==> config.mk <==
export PLATFORM = sky130hd
export DESIGN_NAME = qlr_queue
export DESIGN_NICKNAME = d
export VERILOG_FILES = /design/src/rtl/qlr_pkg.sv /design/src/rtl/qlr_queue.sv
export VERILOG_INCLUDE_DIRS = /design/src /design/src/rtl
export SDC_FILE = /design/constraint.sdc
export NUM_CORES = 1
export LEC_CHECK = 0
export BUFFER_PORTS_ARGS = -buffer_cell sky130_fd_sc_hd__buf_2
export CAP_MARGIN = 30
export CORE_MARGIN = 2
export CORE_UTILIZATION = 50
export CTS_BUF_LIST = sky130_fd_sc_hd__clkbuf_8
export DETAILED_ROUTE_END_ITERATION = 8
export PLACE_DENSITY = 0.71
export SETUP_SLACK_MARGIN = 0.2
export SKIP_CTS_REPAIR_TIMING = 1
export SYNTH_ARGS = -nofsm -noshare
export SYNTH_HDL_FRONTEND = slang
export SYNTH_SLANG_ARGS = --single-unit
export TNS_END_PERCENT = 100
==> constraint.sdc <==
create_clock -name aclk -period 14.2 [get_ports aclk]
set_input_delay 4.26 -clock aclk [delete_from_list [all_inputs] [get_ports aclk]]
set_output_delay 4.26 -clock aclk [all_outputs]
set_load 0.03 [all_outputs]
==> src/rtl/quadratic_lowest_root_unit_macros.svh <==
// quadratic_lowest_root_unit_macros.svh: assertion macros for the QLR block.
// No dependencies; included by modules that carry assertions.
`ifndef QUADRATIC_LOWEST_ROOT_UNIT_MACROS_SVH
`define QUADRATIC_LOWEST_ROOT_UNIT_MACROS_SVH
// Implication checked while out of reset.
`define QLR_ASSERT_IMP(lbl, clk, rstn, ante, cons, msg) \
    lbl: assert property (@(posedge clk) disable iff (!rstn) (ante) |-> (cons)) else $error(msg);
// Next-cycle implication checked while out of reset.
`define QLR_ASSERT_NXT(lbl, clk, rstn, ante, cons, msg) \
    lbl: assert property (@(posedge clk) disable iff (!rstn) (ante) |=> (cons)) else $error(msg);
`endif

==> src/rtl/qlr_pkg.sv <==
// qlr_pkg.sv: shared types and constants for the quadratic lowest root unit.
// No dependencies.
`default_nettype none
package qlr_pkg;
    localparam int FracBitsDef = 16;
    localparam int QueueDepthDef = 4;
    // discriminant and root pipeline widths
    localparam int DiscW = 68;
    localparam int SqrtW = 34;
    localparam int NumW = 36;

    typedef struct packed {
        logic signed [31:0] coef_quad;
        logic signed [31:0] coef_lin;
        logic signed [31:0] coef_const;
        logic signed [31:0] upper_limit;
    } qlr_in_t;

    typedef struct packed {
        logic               found;
        logic signed [31:0] root_value;
    } qlr_out_t;

    // classified item passed from front to back
    typedef struct packed {
        logic               skip;
        logic [DiscW-1:0]   disc;
        logic signed [32:0] neg_b;
        logic signed [32:0] two_a;
        logic signed [31:0] upper_limit;
    } qlr_job_t;
endpackage
`default_nettype wire

==> src/rtl/qlr_queue.sv <==
// qlr_queue.sv: small FIFO decoupling front and back.
// Depends on qlr_pkg.
`default_nettype none
module qlr_queue import qlr_pkg::*; #(
    parameter int Depth = QueueDepthDef
) (
    input  wire logic     aclk,
    input  wire logic     aresetn,
    input  wire logic     w_valid,
    output logic          w_ready,
    input  wire qlr_job_t w_data,
    output logic          r_valid,
    input  wire logic     r_ready,
    output qlr_job_t      r_data
);
    localparam int AW = (Depth > 1) ? $clog2(Depth) : 1;
    qlr_job_t mem_reg [Depth];
    logic [AW-1:0] wp_reg, wp_next, rp_reg, rp_next;
    logic [AW:0]   cnt_reg, cnt_next;
    logic wr, rd;

    assign w_ready = (cnt_reg != (AW+1)'(Depth));
    assign r_valid = (cnt_reg != '0);
    assign r_data  = mem_reg[rp_reg];
    assign wr = w_valid && w_ready;
    assign rd = r_valid && r_ready;

    always_comb begin
        wp_next  = wp_reg;
        rp_next  = rp_reg;
        if (wr) wp_next = (wp_reg == AW'(Depth-1)) ? '0 : wp_reg + 1'b1;
        if (rd) rp_next = (rp_reg == AW'(Depth-1)) ? '0 : rp_reg + 1'b1;
        cnt_next = cnt_reg + (AW+1)'(wr) - (AW+1)'(rd);
    end

    always_ff @(posedge aclk) begin
        if (!aresetn) begin
            wp_reg  <= '0;
            rp_reg  <= '0;
            cnt_reg <= '0;
        end else begin
            wp_reg  <= wp_next;
            rp_reg  <= rp_next;
            cnt_reg <= cnt_next;
        end
        if (wr) mem_reg[wp_reg] <= w_data;
    end

`include "quadratic_lowest_root_unit_macros.svh"
    `QLR_ASSERT_IMP(a_cnt_range, aclk, aresetn, 1'b1, cnt_reg <= (AW+1)'(Depth), "queue over")
    `QLR_ASSERT_NXT(a_cnt_up, aclk, aresetn, wr && !rd, cnt_reg == $past(cnt_reg) + 1'b1, "cnt")
    `QLR_ASSERT_NXT(a_cnt_dn, aclk, aresetn, rd && !wr, cnt_reg == $past(cnt_reg) - 1'b1, "cnt")
endmodule
`default_nettype wire

==> flow_metrics.env, run 1 <==
export IMPL_reg2reg_depth=3
export IMPL_first_iter_violations=788
export IMPL_ctsLongestPathBuffers=3
export IMPL_hold_viol=0
export IMPL_dieArea_um2=51100
export IMPL_leakage_nw=9.83
export IMPL_grt_pass1_wl_um=70200
export IMPL_final_common_cell="edfxtp_1"
export IMPL_grt_start_max_net_pins=62
export IMPL_design_area_um2=29000
export IMPL_rsz0062_at_grt="no"
export IMPL_syn_inst=925
export IMPL_slew_viol_final=0
export IMPL_r2r_setup_slack_ns=11.32
export IMPL_maxCapViolCount=0
export IMPL_tightest_slew_ns=0.933
export IMPL_wirelength_um=47500
export IMPL_die_h_um=226
export IMPL_drtPass1Iterations=5
export IMPL_clock_power_share_pct=27.3
export IMPL_ant_nets=0
export IMPL_power_frac_comb_pct=25.9
export IMPL_rows=81
export IMPL_ctsRootBufferMaster="clkbuf_8"
export IMPL_core_area_um2=48700
export IMPL_synth_top_cell_by_area="edfxtp_1"
export IMPL_peakVddDrop_mv=0.150
export IMPL_place_area_um2=27100
export IMPL_viasPerCell=5.35
export IMPL_clkLatencyLatePin_ns=0.68
export IMPL_min_period_ns=8.06
export IMPL_numPortBuffers=339
export IMPL_ys_ff_latch=677
export IMPL_min_path_type="reg -> reg"
export IMPL_setup_ws_ns=6.14
export IMPL_synthToLayoutAreaGrowth_pct=17.8
export IMPL_die_w_um=226
export IMPL_final_util_pct=59.5
export IMPL_synth_distinct_cells=27
export IMPL_cts_tree="built"
export IMPL_grt_pass1_vias=11678
export IMPL_holdWs_ns=0.498
export IMPL_clk_pin_slew_ns=0.06
export IMPL_cp_data_required_time_ns=9.94
export IMPL_crit_type="reg -> out"
export IMPL_seq_area_frac_synth_pct=82.1
export IMPL_num_vias=11249
export IMPL_syn_nets=1104
export IMPL_largest_register_ffs=668
export IMPL_p_sw_mw=1.65
export IMPL_ios=340
export IMPL_endpoint="r_data[36]"
export IMPL_cts_buffers=104
export IMPL_syn_area_um2=24600
export IMPL_final_cell_mix="edfxtp_1, buf_2, mux4_2"
export IMPL_nets=1529
export IMPL_p_int_mw=3.68
export IMPL_crit_path_start_kind="register"
export IMPL_place_gp_congestion=0.756
export IMPL_r2r_end="mem_reg[1][54]$_DFFE_PP_"
export IMPL_max_freq_ghz=0.124
export IMPL_netlist_area_leader_share_pct=81.4
export IMPL_yosys_warnings=0
export IMPL_relSlewSlack_pct=37.8
export IMPL_grt_usage_pct=18.8
export IMPL_hpwl_um=29100
export IMPL_post_place_ws_ns=6.69
export IMPL_htree_num_levels=3
export IMPL_sw_frac_of_total_pct=31.0
export IMPL_finalSetupViolations=0
export IMPL_end_kind="output pin"
export IMPL_crit_fanout=41
export IMPL_skew_ns=0.0342
export IMPL_initial_utilization_pct=50.5
export IMPL_powerDensity_nw_per_um2=184
export IMPL_seq_power_share_pct=46.8
export IMPL_fillers=3423
export IMPL_r2r_start="cnt_reg[1]$_SDFF_PN0_"
export IMPL_overflow=0
export IMPL_fin_crit_sh_pct=56.8
export IMPL_cp_arrival_ns=3.80
export IMPL_cts_sinks=677
export IMPL_ys_top_cells_by_area="edfxtp_1, mux4_2, dfxtp_1, buf_8, buf_2"
export IMPL_route_detailed_drc=0
export IMPL_antenna_found_initial=12
export IMPL_drive_gt1_share_pct=45.8
export IMPL_avgSynthCellArea_um2=26.6
export IMPL_wl_per_cell_um=22.6
export IMPL_status="finished clean"
export IMPL_setup_tns_ns=0
per-stage QoR:
stage          total power, mW  std cells
2_1_floorplan             3.58        925
3_3_place_gp              3.91       1902
3_5_place_dp              3.94       1907
4_1_cts                   5.41       2096
5_1_grt                   5.57       2099
6_report                  5.33       2102
power by group through the flow:
stage               clock, mW  combinational, mW  sequential, mW
global route             1.59               1.47            2.51
CTS                      1.50               1.41            2.50
floorplan                   0               1.05            2.52
detailed placement          0               1.40            2.54
global placement            0               1.38            2.53
finish                   1.45               1.38            2.49
metal layers:
metal	wire (um)	vias to the layer above	global-route usage (%)
met5	126	-	0
met4	1230	20	7.63
met3	4120	92	6.34
met2	22500	381	28.2
met1	19600	5880	25.4
li1	-	4876	-
kinds of logic after synthesis:
kind of cell / share of synthesized area, %
AOI/OAI and AO/OA: 0.0914
xor gates and xnor gates: 0.0711
adders and majority gates: 0.437
buffers and inverters: 1.51
DFF: 82.1
muxes: 15.3
and+or+nand+nor: 0.447
worst max-delay path: stages, from the launching register on:
cell     delay [ns]
dfxtp_4        0.79
buf_4          0.39
buf_16         0.30
buf_4          0.72
mux4_2         0.61
buf_2          0.20
worst min-delay path by stage:
stage | cells after the start | end | start
floorplan | 2 | wp_reg[1]$_SDFFE_PN0P_ | wp_reg[1]$_SDFFE_PN0P_
global placement | 2 | wp_reg[1]$_SDFFE_PN0P_ | wp_reg[1]$_SDFFE_PN0P_
detailed placement | 2 | wp_reg[1]$_SDFFE_PN0P_ | wp_reg[1]$_SDFFE_PN0P_
CTS | 2 | wp_reg[1]$_SDFFE_PN0P_ | wp_reg[1]$_SDFFE_PN0P_
global route | 2 | wp_reg[0]$_SDFFE_PN0P_ | wp_reg[0]$_SDFFE_PN0P_
finish | 2 | wp_reg[1]$_SDFFE_PN0P_ | wp_reg[1]$_SDFFE_PN0P_
area by class of cell:
class                           instances  area (um^2)  area share (%)
Multi-Input combinational cell        202         4050            14.0
Inverter                                6         22.5          0.0776
Sequential cell                       677        20200            69.8
Tap cell                              664          831            2.86
Clock buffer                          110         1510            5.22
Clock inverter                         79          388            1.34
Timing Repair Buffer                  359         1950            6.73
Antenna cell                            5         12.5          0.0431
Yosys cell counts (all sizes together):
library cell / count
and2: 3
and3: 4
buf: 36
clkbuf: 4
dfxtp: 9
edfxtp: 668
fa: 1
ha: 7
inv: 6
mux2i: 1
mux4: 167
nand2: 5
nand3: 2
nand4: 1
nor2: 2
nor2b: 1
o21ai: 3
o31ai: 1
or3: 1
or3b: 1
xnor2: 2
No activity file was read; power rests on OpenSTA's default activity.
==> inputs of run 2 (changes only) <==
- clock period: 14.2 -> 8.33 ns (I/O delays scaled with it)
==> run 2 against run 1 <==
Register-to-register slack worse by 5.9 ns; die area stayed put; global-route usage fell by 0.66 points; via count down 1.0%; critical path depth shrank 2; first-iteration DRC count fell by 14%; non-clock buffer count shrank 6; total power up 69%; final area is 0.56% lower; clock skew fell by 0.0035 ns; clock-buffer cell count fell by 4; routed wire length down 2.8%; critical path type unchanged.
==> flow_metrics.env, run 2 (synthesis results as in run 1) <==
export IMPL_rows=81
export IMPL_drive_gt1_share_pct=46.2
export IMPL_fillers=3488
export IMPL_min_path_type="reg -> reg"
export IMPL_r2r_start="cnt_reg[1]$_SDFF_PN0_"
export IMPL_ant_nets=0
export IMPL_grt_pass1_wl_um=68000
export IMPL_tightest_slew_ns=1.03
export IMPL_clkLatencyLatePin_ns=0.68
export IMPL_min_from="rp_reg[1]$_SDFFE_PN0N_"
export IMPL_num_vias=11133
export IMPL_crit_fanout=90
export IMPL_largest_register_ffs=668
export IMPL_slew_viol_final=0
export IMPL_skew_ns=0.0307
export IMPL_rsz0062_at_grt="no"
export IMPL_cp_data_required_time_ns=5.83
export IMPL_place_gp_congestion=0.735
export IMPL_synthToLayoutAreaGrowth_pct=17.1
export IMPL_grt_pass1_vias=11867
export IMPL_multi_input_area_um2=4050
export IMPL_peakVddDrop_mv=0.343
export IMPL_die_w_um=226
export IMPL_grt_busiest_layer="met2"
export IMPL_overflow=0
export IMPL_crit_type="reg -> out"
export IMPL_wirelength_um=46200
export IMPL_setup_ws_ns=2.76
export IMPL_fin_crit_sh_pct=66.9
export IMPL_met1_usage_pct=21.7
export IMPL_ios=340
export IMPL_min_period_ns=5.57
export IMPL_status="finished clean"
export IMPL_grtUsageMet2_pct=29.8
export IMPL_setup_tns_ns=0
export IMPL_htree_num_levels=3
export IMPL_cts_sinks=677
export IMPL_final_common_cell="edfxtp_1"
export IMPL_ctsLongestPathBuffers=3
export IMPL_drtPass1Iterations=4
export IMPL_crit_path_start_kind="register"
export IMPL_met3_usage_pct=6.54
export IMPL_regArea_um2=20200
export IMPL_maxCapViolCount=0
export IMPL_ctsRootBufferMaster="clkbuf_8"
export IMPL_total_power_mw=8.99
export IMPL_viasPerCell=5.32
export IMPL_numPortBuffers=339
export IMPL_initial_utilization_pct=50.5
export IMPL_grt_usage_pct=18.1
export IMPL_powerDensity_nw_per_um2=312
export IMPL_relSlewSlack_pct=31.0
export IMPL_hpwl_um=27000
export IMPL_first_iter_violations=680
export IMPL_holdWs_ns=0.504
export IMPL_end_kind="output pin"
export IMPL_nets=1524
export IMPL_antenna_found_initial=11
export IMPL_core_area_um2=48700
export IMPL_hold_viol=0
export IMPL_final_cell_mix="edfxtp_1, buf_2, mux4_2"
export IMPL_dieArea_um2=51100
export IMPL_r2r_end="mem_reg[0][55]$_DFFE_PP_"
export IMPL_cts_tree="built"
export IMPL_die_h_um=226
export IMPL_finalSetupViolations=0
export IMPL_clk_pin_slew_ns=0.06
export IMPL_post_place_ws_ns=3.32
export IMPL_cts_buffers=105
export IMPL_whs_path_depth=2
export IMPL_leakage_nw=9.70
export IMPL_r2r_setup_slack_ns=5.42
export IMPL_reg2reg_depth=4
export IMPL_cp_arrival_ns=3.07
export IMPL_grt_start_max_net_pins=140
export IMPL_max_freq_ghz=0.180
export IMPL_route_detailed_drc=0
export IMPL_wl_per_cell_um=22.1
## run 2: cell types whose count changed in the layout (fill, tap and decap cells not counted), sizes merged
cell,before,now
diode,5,2
buf,359,353
bufinv,2,1
clkbuf,110,106
clkinv,26,43
clkinvlp,2,6
inv,55,40
## run 2: layout make-up
cell class | instances | share of cell area (%)
sequential | 677 | 70.2
multi-input combinational | 202 | 14.0
timing repair buffer | 353 | 6.37
clock buffer | 106 | 5.06
tap | 664 | 2.88
clock inverter | 84 | 1.38
inverter | 6 | 0.0781
antenna | 2 | 0.0173
## run 2: routing by layer
metal / part of all wire, % / wire, um / up-vias
met1: 39 / 18000 / 5823
met2: 50 / 23100 / 328
li1: - / - / 4871
met3: 8.1 / 3740 / 93
met5: 0.26 / 118 / -
met4: 2.6 / 1210 / 18
## run 2: metrics by stage
stage	instance area (um^2)	util, %	std cells
after CTS	28800	59.2	2092
after global placement	27000	55.4	1902
after floorplan	24600	-	925
after global routing	28800	59.2	2093
final	28900	59.2	2094
after detailed placement	27000	55.4	1902
## run 2: worst max path at each step
stage | to | slack (ns) | depth (start not counted)
2_1_floorplan | mem_reg[2][0]$_DFFE_PP_ | 1.41 | 1
3_3_place_gp | r_data[90] | 3.30 | 3
3_5_place_dp | r_data[32] | 3.32 | 3
4_1_cts | r_data[32] | 2.57 | 3
5_1_grt | r_data[48] | 2.45 | 3
6_report | r_data[90] | 2.76 | 3
## run 2: worst max-delay path: stages (launching register included)
cell     delay (ns)
dfxtp_4        0.81
buf_12         0.60
mux4_2         0.63
buf_2          0.20
## run 2: power breakdown
group          internal, mW  switching (mW)
logic                 0.836            1.47
clock network          1.22            1.20
registers              4.13           0.127
total                  6.18            2.80
==> inputs of run 3 (changes only) <==
- ABC_AREA: not set -> 1
- clock period: 8.33 -> 5.8 ns (I/O delays scaled with it)
==> run 3 against run 2 <==
Synthesized area is 2.3% higher; setup slack worse by 1.7 ns; sequential power up 45%; critical path type unchanged; highest routed layer unchanged.
==> flow_metrics.env, run 3 <==
export IMPL_overflow=0
export IMPL_yosys_warnings=0
export IMPL_yosys_area_share_simple_pct=5.48
export IMPL_synth_top_cell_by_area="edfxtp_1"
export IMPL_holdWs_ns=0.507
export IMPL_seq_area_frac_synth_pct=80.3
export IMPL_r2r_end="mem_reg[0][49]$_DFFE_PP_"
export IMPL_clk_pin_slew_ns=0.06
export IMPL_syn_inst=1677
export IMPL_met3_length_um=4070
export IMPL_htree_num_levels=3
export IMPL_synth_edff_count=668
export IMPL_fin_crit_sh_pct=82.4
export IMPL_first_iter_violations=1049
export IMPL_rows=82
export IMPL_ctsLongestPathBuffers=3
export IMPL_ys_top_cells_by_area="edfxtp_1, nor2_1, o21ai_0, o22ai_1, o21ai_1"
export IMPL_slew_viol_final=0
export IMPL_r2r_setup_slack_ns=3.16
export IMPL_syn_nets=1856
export IMPL_synth_xor_area_share_pct=0.0347
export IMPL_synth_mux_area_share_pct=0
export IMPL_maxCapViolCount=0
export IMPL_ant_nets=0
export IMPL_end_kind="output pin"
export IMPL_relSlewSlack_pct=42.8
export IMPL_cp_arrival_ns=3.04
export IMPL_hpwl_um=29500
export IMPL_peakVddDrop_mv=0.340
export IMPL_synthAdderAreaFrac_pct=0.427
export IMPL_nets=2214
export IMPL_numPortBuffers=339
export IMPL_initial_utilization_pct=50.5
export IMPL_whs_path_depth=2
export IMPL_min_path_type="reg -> reg"
export IMPL_grt_usage_pct=20.6
export IMPL_wirelength_um=54600
export IMPL_route_detailed_drc=0
export IMPL_final_cell_mix="edfxtp_1, nor2_1, buf_2"
export IMPL_antenna_found_initial=11
export IMPL_setup_tns_ns=0
export IMPL_cts_tree="built"
export IMPL_grt_start_max_net_pins=177
export IMPL_clkLatencyLatePin_ns=0.67
export IMPL_viasPerCell=5.47
export IMPL_ctsRootBufferMaster="clkbuf_8"
export IMPL_crit_fanout=128
export IMPL_skew_ns=0.0183
export IMPL_core_area_um2=50000
export IMPL_slowest_delay_ns=0.61
export IMPL_async_flop_share_pct=0
export IMPL_num_vias=15274
export IMPL_synthToLayoutAreaGrowth_pct=16.1
export IMPL_synth_distinct_cells=23
export IMPL_die_h_um=229
export IMPL_leakage_nw=10.3
export IMPL_max_freq_ghz=0.209
export IMPL_final_common_cell="edfxtp_1"
export IMPL_reg2reg_depth=5
export IMPL_wl_per_cell_um=19.6
export IMPL_drtPass1Iterations=8
export IMPL_grt_pass1_vias=15481
export IMPL_rsz0062_at_grt="no"
export IMPL_synth_main_ff_cell="edfxtp_1"
export IMPL_cp_data_required_time_ns=4.06
export IMPL_synth_top_family_by_area="compound AO/OA/AOI/OAI gates"
export IMPL_min_period_ns=4.78
export IMPL_min_from="rp_reg[1]$_SDFFE_PN0N_"
export IMPL_avgSynthCellArea_um2=15.0
export IMPL_cts_sinks=677
export IMPL_path_buf_inv=3
export IMPL_hold_viol=0
export IMPL_status="finished clean"
export IMPL_wl_met2_um=27100
export IMPL_ys_ff_latch=677
export IMPL_synth_compound_gate_area_share_pct=10.8
export IMPL_cts_buffers=104
export IMPL_highest_layer="met5"
export IMPL_path_cells="inv_8 > buf_4 > nor2_1 > o22ai_1 > buf_2"
export IMPL_ios=340
export IMPL_largest_register_ffs=668
export IMPL_drt_met1_wl_um=22000
export IMPL_cpLargestDelayFamily="buffers and inverters"
export IMPL_yosys_cell_count_top_type="edfxtp_1"
export IMPL_powerDensity_nw_per_um2=499
export IMPL_dieArea_um2=52200
export IMPL_place_gp_congestion=0.765
export IMPL_tightest_slew_ns=0.858
export IMPL_post_place_ws_ns=1.61
export IMPL_crit_type="reg -> out"
export IMPL_syn_area_um2=25200
export IMPL_r2r_start="cnt_reg[1]$_SDFF_PN0_"
export IMPL_drive_gt1_share_pct=23.4
export IMPL_grt_pass1_wl_um=83900
export IMPL_die_w_um=229
export IMPL_finalSetupViolations=0
export IMPL_crit_path_start_kind="register"
export IMPL_slowest_stage="inv_8"
export IMPL_synth_common_cells="edfxtp_1, nor2_1, o21ai_0, o22ai_1, o21ai_1"
export IMPL_setup_ws_ns=1.02
export IMPL_netlist_area_leader_share_pct=79.6
==> run 3: changes by cell type after synthesis, moves of 4 or more <==
cell / delta
and3_1: -4
o22ai_1: +167
mux4_2: -167
nand2_1: +6
buf_6: +18
clkbuf_1: +25
buf_8: -10
o21ai_1: +99
buf_2: +26
buf_4: +10
nor2_1: +348
o21ai_0: +232
inv_1: +6
==> run 3: final cells by class <==
cell class,count,area [um^2]
fill,3817,20700
sequential,677,20200
multi-input combinational,877,4260
timing repair buffer,361,2010
clock buffer,106,1460
tap,672,841
clock inverter,79,379
inverter,14,62.6
antenna,6,15.0
==> run 3: worst reg2reg max path: cells and delay by family, from the launching register on <==
kind | cells | cell delay (ns)
buffers and inverters | 1 | 0.46
flip-flops | 1 | 0.41
AND/OR/NAND/NOR | 4 | 1.21
==> run 3: logic make-up (layout without fill, tap and decap cells) <==
group	count (synthesis)	in the layout
xor gates and xnor gates	1	1
and+or+nand+nor	365	365
other	0	6
adders and majority gates	8	8
DFF	677	677
AOI/OAI and AO/OA	503	503
buffers and inverters	123	560
==> run 3: how the worst max path moves through the flow <==
| stage | end | slack (ns) | cells past startpoint |
|---|---|---|---|
| final | r_data[118] | 1.02 | 5 |
| after global routing | r_data[118] | 0.79 | 5 |
| after CTS | r_data[77] | 0.84 | 4 |
| after detailed placement | r_data[77] | 1.61 | 4 |
| after global placement | r_data[33] | 1.73 | 4 |
| after floorplan | mem_reg[0][0]$_DFFE_PP_ | -0.94 | 2 |
==> run 3: metrics by stage <==
stage / utilization, % / cell area (um^2) / power, mW / cells
floorplan: - / 25200 / 9.80 / 1677
global route: 58.6 / 29300 / 15.3 / 2790
global placement: 54.8 / 27400 / 11.1 / 2600
detailed placement: 54.8 / 27400 / 11.2 / 2600
finish: 58.6 / 29300 / 14.6 / 2792
CTS: 58.5 / 29200 / 14.7 / 2785
==> run 3: per-layer routing <==
metal,vias to the layer above,GRT usage (%)
met4,12,8.07
met1,7600,25.5
met3,111,5.64
met2,461,34.7
li1,7090,-
met5,-,0
==> run 3: where the power goes <==
part / total, mW / internal (mW) / switching (mW) / leakage, nW
Clock: 3.51 / 1.78 / 1.73 / 1.06
Combinational: 4.95 / 1.25 / 3.70 / 3.01
Sequential: 6.16 / 6.00 / 0.164 / 6.19
Total: 14.6 / 9.02 / 5.60 / 10.3
